### src/rtl/sliding_window_trimmed_mean_defines.svh
// ----------------------------------------------------------------------------
// Sliding window trimmed mean: shared assertion macros
// Concurrent assertion helpers; they expect clk and rst_n in scope.
// ----------------------------------------------------------------------------
`ifndef SLIDING_WINDOW_TRIMMED_MEAN_DEFINES_SVH
`define SLIDING_WINDOW_TRIMMED_MEAN_DEFINES_SVH

// same-cycle implication
`define SWTM_ASSERT_IMP(lbl, ante, cons, msg) \
    lbl: assert property (@(posedge clk) disable iff (!rst_n) (ante) |-> (cons)) \
        else $error(msg);

// next-cycle implication
`define SWTM_ASSERT_NXT(lbl, ante, cons, msg) \
    lbl: assert property (@(posedge clk) disable iff (!rst_n) (ante) |=> (cons)) \
        else $error(msg);

`endif

### src/rtl/swtm_pkg.sv
// ----------------------------------------------------------------------------
// swtm_pkg
// Types and fixed constants of the sliding window trimmed mean block.
// ----------------------------------------------------------------------------
package swtm_pkg;

    localparam int VAL_W     = 27;

    typedef logic [VAL_W-1:0] val_t;

    localparam val_t MIN_VALUE_RST = 27'd100;
    localparam val_t MAX_VALUE_RST = 27'd100000000;

    typedef logic cfg_idx_t;
    localparam cfg_idx_t CFG_MIN_VALUE = 1'b0;
    localparam cfg_idx_t CFG_MAX_VALUE = 1'b1;

    typedef struct packed {
        val_t sample;
    } sample_beat_t;

    typedef struct packed {
        logic accepted;
        logic trimmed;
        val_t mean_value;
    } mean_beat_t;

    typedef enum logic [2:0] {
        ST_IDLE,
        ST_CHECK,
        ST_RANK,
        ST_DRAIN,
        ST_DIVIDE,
        ST_EMIT
    } state_t;

    typedef struct packed {
        logic take;        // latch incoming sample
        logic check;       // latch result flags, clear sum
        logic shift_in;    // push sample into window
        logic clear_step;  // zero step counter
        logic rank_step;   // rank candidate, rotate window
        logic div_load;    // load dividend from final sum
        logic div_step;    // reciprocal multiply, latch quotient
        logic load_out;    // load output register
    } dp_cmd_t;

    typedef struct packed {
        logic in_range;
        logic full;
        logic rank_last;
        logic div_last;
        logic out_free;
    } dp_sts_t;

endpackage

### src/rtl/swtm_ctrl.sv
// ----------------------------------------------------------------------------
// swtm_ctrl
// Sequencer: accept, range check, ranking pass, divide, emit.
// ----------------------------------------------------------------------------
module swtm_ctrl (
    input  logic              clk,
    input  logic              rst_n,
    input  logic              in_valid,
    output logic              in_ready,
    input  swtm_pkg::dp_sts_t sts,
    output swtm_pkg::dp_cmd_t cmd
);
    import swtm_pkg::*;

    state_t state_reg;
    state_t state_next;

    always_ff @(posedge clk or negedge rst_n)
    begin
        if (!rst_n)
        begin
            state_reg <= ST_IDLE;
        end
        else
        begin
            state_reg <= state_next;
        end
    end

    always_comb
    begin
        state_next = state_reg;
        cmd        = '0;
        in_ready   = 1'b0;
        unique case (state_reg)
            ST_IDLE:
            begin
                in_ready = 1'b1;
                if (in_valid)
                begin
                    cmd.take   = 1'b1;
                    state_next = ST_CHECK;
                end
            end
            ST_CHECK:
            begin
                cmd.check = 1'b1;
                if (sts.in_range)
                begin
                    cmd.shift_in = 1'b1;
                end
                if (sts.in_range && sts.full)
                begin
                    cmd.clear_step = 1'b1;
                    state_next     = ST_RANK;
                end
                else
                begin
                    state_next = ST_EMIT;
                end
            end
            ST_RANK:
            begin
                cmd.rank_step = 1'b1;
                if (sts.rank_last)
                begin
                    state_next = ST_DRAIN;
                end
            end
            ST_DRAIN:
            begin
                cmd.div_load   = 1'b1;
                cmd.clear_step = 1'b1;
                state_next     = ST_DIVIDE;
            end
            ST_DIVIDE:
            begin
                cmd.div_step = 1'b1;
                if (sts.div_last)
                begin
                    state_next = ST_EMIT;
                end
            end
            ST_EMIT:
            begin
                if (sts.out_free)
                begin
                    cmd.load_out = 1'b1;
                    state_next   = ST_IDLE;
                end
            end
            default:
            begin
                state_next = ST_IDLE;
            end
        endcase
    end

endmodule

### config.mk
export PLATFORM = sky130hd
export DESIGN_NAME = swtm_ctrl
export DESIGN_NICKNAME = d
export VERILOG_FILES = /design/src/rtl/sliding_window_trimmed_mean_defines.svh /design/src/rtl/swtm_pkg.sv /design/src/rtl/swtm_ctrl.sv
export SDC_FILE = /design/constraint.sdc
export NUM_CORES = 1
export LEC_CHECK = 0
export BUFFER_PORTS_ARGS = -buffer_cell sky130_fd_sc_hd__buf_4
export CAP_MARGIN = 25
export CORE_AREA = 5 5 42 44
export DETAILED_ROUTE_END_ITERATION = 8
export DIE_AREA = 0 0 47 49
export PLACE_DENSITY = 0.44
export SLEW_MARGIN = 10
export SYNTH_ARGS = -nofsm -noshare
export SYNTH_HDL_FRONTEND = slang
export SYNTH_SLANG_ARGS = --single-unit
### constraint.sdc
create_clock -name clk -period 1.1 [get_ports clk]
set_input_delay 0 -clock clk [delete_from_list [all_inputs] [get_ports clk]]
set_output_delay 0 -clock clk [all_outputs]
set_load 0.02 [all_outputs]
# Word-level counts from Yosys, hierarchy flattened
# Cells that the tools add are included.
[word_totals] output_inout_bits=9 in_bits=8 ff_bits=3
[classes] n_eq_ne=9 mux=18 n_reduce_logical=3
[ops] operator="3-bit case mux with 6 select lines" count=1
[ops] operator="3-bit 2-to-1 mux" count=5
[ops] operator="1-bit 2-to-1 mux" count=10
[ops] operator="2-bit != test, second input constant" count=4
[ops] operator="3-bit by 2-bit equality test with 1-bit output, second input constant" count=2
[ops] operator="3-bit equality test, second input constant" count=2
[ops] operator="4-bit AND reduction" count=1
[ops] operator="3-bit by 1-bit equality test with 1-bit output, second input constant" count=1
[ops] operator="3-bit zero test" count=1
[ops] operator="2-bit 2-to-1 mux" count=1
[ops] operator="1-bit case mux with 2 select lines" count=1
[ops] operator="1-bit logical AND" count=1

# Logic depth before layout (Yosys ltp)
# Gate-level depths: netlist of run 1.
[depth] depth_word=3 mapped_depth=4 depth_no_buf=3

# Worst setup path before layout of run 1
# No wires, ideal clock.
[synth_timing] path_type="flip-flop to output port" from="register state_reg[0]" to="output cmd[7] (netlist name)" n_path_buf=1 t_arrival_ns=1.372 required_time_ns=1.100 stages_incl_launch_ff=4 setup_slack_ns=-0.272 cell_sequence="dfrtp_1 > buf_4 > nor3_1 > and2_1"
[synth_lines] item="start: declaration" line_no="swtm_ctrl.sv:15" rtl="state_t state_reg;"
[synth_lines] item="start signal: assignment" line_no="swtm_ctrl.sv:26" rtl="state_reg <= state_next;"
[synth_lines] item="end: declaration" line_no="swtm_ctrl.sv:11" rtl="output swtm_pkg::dp_cmd_t cmd"

==> impl_metrics.yaml, run 1 <==
cells_and_area:
  drive_above_1_share: 0.709
  largest_register_ffs: 3
  area_growth_pct: 129
  antenna_cells: 0
  fin_area_um2: 557
  fin_nets: 64
  stdcell_count: 71
global_route:
  grt_max_degree: 7
  grt_use_total: 0.0853
  grt_pass1_vias: 343
  grt-ovfl-total: 0
  grt_first_pass_wirelength_um: 1400
  antenna_found_initial: 0
yosys:
  synthDistinctLibCells: 18
  yosysTopAreaCell: "dfrtp_1"
  synth_top_cells_by_area: "dfrtp_1, nor3b_4, o21ai_1"
  synth_area_um2: 243
  async_flop_share: 1.00
  synth_commonest_cells: "dfrtp_1, o21ai_1"
  synth_edf_count: 0
  synth_nets: 34
  synth-seq-cells: 3
  synth_seq_area_share: 0.309
  synth_ff_type: "dfrtp_1"
  netlist_instances: 26
  yosysWarningCount: 0
  avgSynthCellArea_um2: 9.34
  synth.top_cell.area_share: 0.309
setup_path:
  path_cells: "nor3b_4, nand3_2, nand2b_1, buf_6"
  cp_max_fo: 6
  path_buf_inv: 1
  worstSetupPathType: "reg2out"
  crit_family: "flip-flops"
  worst-endpoint-required_ns: 1.10
  crit_arrival_ns: 1.29
  cp_slowest_stage_delay_ns: 0.47
  cp-start-kind: "register"
  worstSetupEndpointType: "primary output"
  cp_slowest_cell: "dfrtp_2"
clock_tree:
  cts.htree.levels: 1
  cts_tree: "yes"
  clkTransAtPathRegs_ns: 0.04
  cts_made_buffers: 3
  insertion_delay_ns: 0.23
  root_buffer: "clkbuf_4"
  clockBufferDepth: 2
  clock_sinks: 3
placed_design:
  gp_congestion: 0.715
  hpwlAfterDp_um: 622
  dp_slack_ns: -0.00424
  io_buffers: 16
  dpl-instance-area_um2: 412
  dp.cells: 60
floorplan:
  initial_utilization: 0.173
  ios: 17
  die_h_um: 49
  coreArea_um2: 1400
  die_x_um: 47
  num_rows: 14
  die_area_um2: 2300
drt:
  drc_errors: 0
  detailedRoute.firstIterationViolations: 1
  routed_wl_um: 852
  vias: 308
  ant_nets: 0
  drt-pass1-iter-count: 3
  routedWlPerCell_um: 12.0
  viasPerCell: 4.34
pwr:
  cellLeakagePower_nw: 0.268
  vdd_drop_max_v: 0.00126
  p_per_area_nw_per_um2: 2770
timing:
  maxSlewViolCount: 0
  fin_crit_ns: 1.29
  setup_violations: 10
  fin_crit_sh: 1.17
  setup_slack_ns: -0.192
  tightest_slew_ns: 0.208
  slew_headroom: 0.861
  tns_ns: -1.16
  hold_slack_ns: 0.0285
  hold_viol: 0
  grt_setup_unrepaired: "true"
  skew_ns: 0.00237
  fmax_ghz: 0.774
hold_path:
  hp-class: "in2reg"
outcome:
  status: "finished with violations"
  violations: "setup timing"
job:
  drv_cap: 0
## power by group
group | total (mW) | internal (mW) | switching, mW
clock | 0.192 | 0.136 | 0.0562
combinational | 1.10 | 0.628 | 0.469
sequential | 0.253 | 0.166 | 0.0870
total | 1.54 | 0.930 | 0.612
## cells by family after synthesis
logic type	count (synthesis)	share of synthesized area
AO/OA/AOI/OAI	6	0.144
multiplexers	1	0.0412
flip-flops	3	0.309
buffers and inverters	2	0.0618
AND/OR/NAND/NOR	14	0.443
## worst min-delay path, cell delays in order
cell and delay, ns:
buf_4 0.09, a22oi_2 0.07, o21ai_1 0.06
## layout by cell type (no fill, tap or decap), drive strengths merged, types with 2 or more instances in the layout
cell type,n
and2,2
buf,26
clkbuf,4
dfrtp,3
nand2,2
nand2b,2
nor3b,3
o21ai,3
## layout make-up
class                      instances  area, um^2
fill                             152         845
timing repair buffer              27         243
multi-input combinational         21         190
sequential                         3        77.6
clock buffer                       4        26.3
tap                               16        20.0
## stage by stage
stage,utilization,total power [mW]
after global routing,0.397,1.65
after detailed placement,0.294,1.04
after CTS,0.376,1.48
final,0.397,1.54
after floorplan,-,0.740
after global placement,0.294,1.04
## per-layer routing
metal / track usage / vias up / share of wire
met4: 0.0691 / 0 / 0
met1: 0.0927 / 149 / 0.35
met2: 0.136 / 7 / 0.62
li1: - / 152 / -
met3: 0.0148 / 0 / 0.027
met5: 0 / - / 0
## timing repair
action,in CTS,in global routing
buffers inserted,4,2
hold buffers,1,0
endpoints found under the hold margin,3,0
setup endpoints to repair,10,11
resized for setup,13,4
pin swaps,4,3
## worst paths after layout
kind	from	endpoint	slack [ns]	cells after the start
max in group asynchronous	rst_n	state_reg[1]$_DFFE_PN0P_	0.90	2
setup reg to reg	state_reg[2]$_DFFE_PN0P_	state_reg[0]$_DFFE_PN0P_	-0.08	5
min in group asynchronous	rst_n	state_reg[2]$_DFFE_PN0P_	0.09	2
setup / recovery	state_reg[1]$_DFFE_PN0P_	cmd[4]	-0.19	4
hold reg to reg	state_reg[1]$_DFFE_PN0P_	state_reg[0]$_DFFE_PN0P_	0.59	1
hold / removal	sts[2]	state_reg[0]$_DFFE_PN0P_	0.03	3
Note: power is estimated with default switching activity, not from simulation.
==> run 2: changes to the inputs <==
--- a/config.mk
+++ b/config.mk
@@ -5,12 +5,13 @@
 export SDC_FILE = /design/constraint.sdc
 export NUM_CORES = 1
 export LEC_CHECK = 0
+export ABC_AREA = 1
 export BUFFER_PORTS_ARGS = -buffer_cell sky130_fd_sc_hd__buf_4
 export CAP_MARGIN = 25
 export CORE_AREA = 5 5 42 44
 export DETAILED_ROUTE_END_ITERATION = 8
 export DIE_AREA = 0 0 47 49
-export PLACE_DENSITY = 0.44
+export PLACE_DENSITY = 0.47
 export SLEW_MARGIN = 10
 export SYNTH_ARGS = -nofsm -noshare
 export SYNTH_HDL_FRONTEND = slang
==> run 2 against run 1 <==
- the flow still finishes with violations (setup timing)
- sequential share of layout area decreased by 1.8 points
- flip-flop and latch count unchanged
- worst hold slack improved by 0.058 ns
- via count increased by 29%
- critical path depth increased by 1
- synthesized area increased by 17%
- count of clock-buffer cells in the layout unchanged
- critical endpoint unchanged
- critical path type unchanged
==> impl_metrics.yaml, run 2 <==
drt:
  viasPerCell: 4.22
  vias: 397
  drt-pass1-iter-count: 4
  ant_nets: 0
  detailedRoute.firstIterationViolations: 17
  routed_wl_um: 918
  drc_errors: 0
  routedWlPerCell_um: 9.77
placed_design:
  io_buffers: 16
  gp_congestion: 0.779
  dp.cells: 80
  hpwlAfterDp_um: 674
  dp_slack_ns: -0.0308
  dpl-instance-area_um2: 442
clock_tree:
  clock_sinks: 3
  clkTransAtPathRegs_ns: 0.04
  cts.htree.levels: 1
  cts_made_buffers: 3
  clockBufferDepth: 2
  insertion_delay_ns: 0.24
  root_buffer: "clkbuf_4"
  cts_tree: "yes"
cells_and_area:
  drive_above_1_share: 0.718
  stdcell_count: 94
  fin_area_um2: 652
  mostFrequentLayoutCell: "buf_4"
  antenna_cells: 0
  final_cell_mix: "buf_4, buf_6, nand2_2, nand2_1, inv_1"
  fin_nets: 87
  largest_register_ffs: 3
  nFillCells: 149
  area_growth_pct: 130
  final_util: 0.465
timing:
  hold_slack_ns: 0.0869
  setup_slack_ns: -0.157
  tightest_slew_ns: 0.190
  skew_ns: 0.00406
  fin_crit_ns: 1.26
  tns_ns: -0.978
  fin_crit_sh: 1.14
  grt_setup_unrepaired: "true"
  setup_violations: 12
  maxSlewViolCount: 0
  fmax_ghz: 0.796
  hold_viol: 0
  slew_headroom: 0.874
setup_path:
  cp-start-kind: "register"
  worstSetupEndpointType: "primary output"
  cp_max_fo: 3
  worstSetupPathType: "reg2out"
  worst-endpoint-required_ns: 1.10
  rr_worst_depth: 6
  crit_arrival_ns: 1.26
global_route:
  grt_pass1_vias: 394
  antenna_found_initial: 0
  grt-ovfl-total: 0
  grt_max_degree: 7
  grt_use_total: 0.0882
  grt_first_pass_wirelength_um: 1470
yosys:
  async_flop_share: 1.00
  synth_nets: 54
  synthDistinctLibCells: 16
  synthMostInstantiatedCell: "nand2_1"
  yosysTopAreaCell: "dfrtp_1"
  synth_ff_type: "dfrtp_1"
  synth-seq-cells: 3
  avgSynthCellArea_um2: 6.17
  netlist_instances: 46
  synth_commonest_cells: "nand2_1, inv_1, nand3_1"
  synth_area_um2: 284
  yosysWarningCount: 0
  synth_top_cells_by_area: "dfrtp_1, nand2_1, inv_1"
  synth_edf_count: 0
  synth.top_cell.area_share: 0.264
  synth_seq_area_share: 0.264
floorplan:
  die_x_um: 47
  coreArea_um2: 1400
  initial_utilization: 0.203
  num_rows: 14
  ios: 17
  die_h_um: 49
  die_area_um2: 2300
hold_path:
  hp-class: "in2async"
pwr:
  vdd_drop_max_v: 0.00142
  cellLeakagePower_nw: 0.354
  power_mw: 1.83
  p_per_area_nw_per_um2: 2810
job:
  drv_cap: 0
outcome:
  violations: "setup timing"
  status: "finished with violations"
==> run 2: changes by cell type after synthesis, moves of 3 or more <==
cell     change
o21ai_1      -3
nand3_1      +4
inv_1        +7
nor2_2       +4
nand2_1     +12
==> run 2: metal layers <==
layer  wire [um]  global-route usage
met4           0              0.0691
met2         481               0.122
met5           0                   0
met1         361               0.110
met3          74              0.0221
==> run 2: worst paths after layout <==
kind / from / to / slack, ns
worst max-delay path: state_reg[2]$_DFFE_PN0P_ / cmd[4] / -0.16
worst max register to register: state_reg[2]$_DFFE_PN0P_ / state_reg[1]$_DFFE_PN0P_ / -0.10
min in group clk: sts[0] / state_reg[0]$_DFFE_PN0P_ / 0.13
worst min register to register: state_reg[2]$_DFFE_PN0P_ / state_reg[2]$_DFFE_PN0P_ / 0.67
worst min-delay path: rst_n / state_reg[1]$_DFFE_PN0P_ / 0.09
max in group asynchronous: rst_n / state_reg[0]$_DFFE_PN0P_ / 0.91
==> run 2: final cells by class <==
type	instances	area (um^2)	area share
Timing Repair Buffer	29	258	0.395
Multi-Input combinational cell	32	228	0.349
Sequential cell	3	78.8	0.121
Inverter	10	41.3	0.0633
Clock buffer	4	26.3	0.0403
Tap cell	16	20.0	0.0307
==> run 2: logic make-up (layout without fill, tap and decap cells) <==
family,Yosys count,in the layout,share of synthesized area
AND/OR/NAND/NOR,31,31,0.533
buffers and inverters,11,43,0.185
flip-flops,3,3,0.264
AO/OA/AOI/OAI,1,1,0.0176
==> run 2: where the power goes <==
part           switching (mW)  total, mW  internal [mW]  leakage (nW)
combinational           0.711       1.38          0.671         0.305
sequential             0.0798      0.252          0.172        0.0342
clock                  0.0594      0.195          0.136        0.0150
==> run 2: timing repair <==
item / in CTS / in global routing
endpoints found under the setup margin: 11 / 12
resized for setup: 17 / 16
hold endpoints to repair: 3 / 0
buffers inserted: 6 / 3
hold buffers: 1 / 0
pin swaps: 6 / 8
==> run 2: critical path, cell delays in order, from the launching register on <==
cell and delay [ns]:
dfrtp_2 0.41, buf_6 0.13, nor3_4 0.20, nand3_2 0.10, nand2_2 0.07, buf_6 0.11
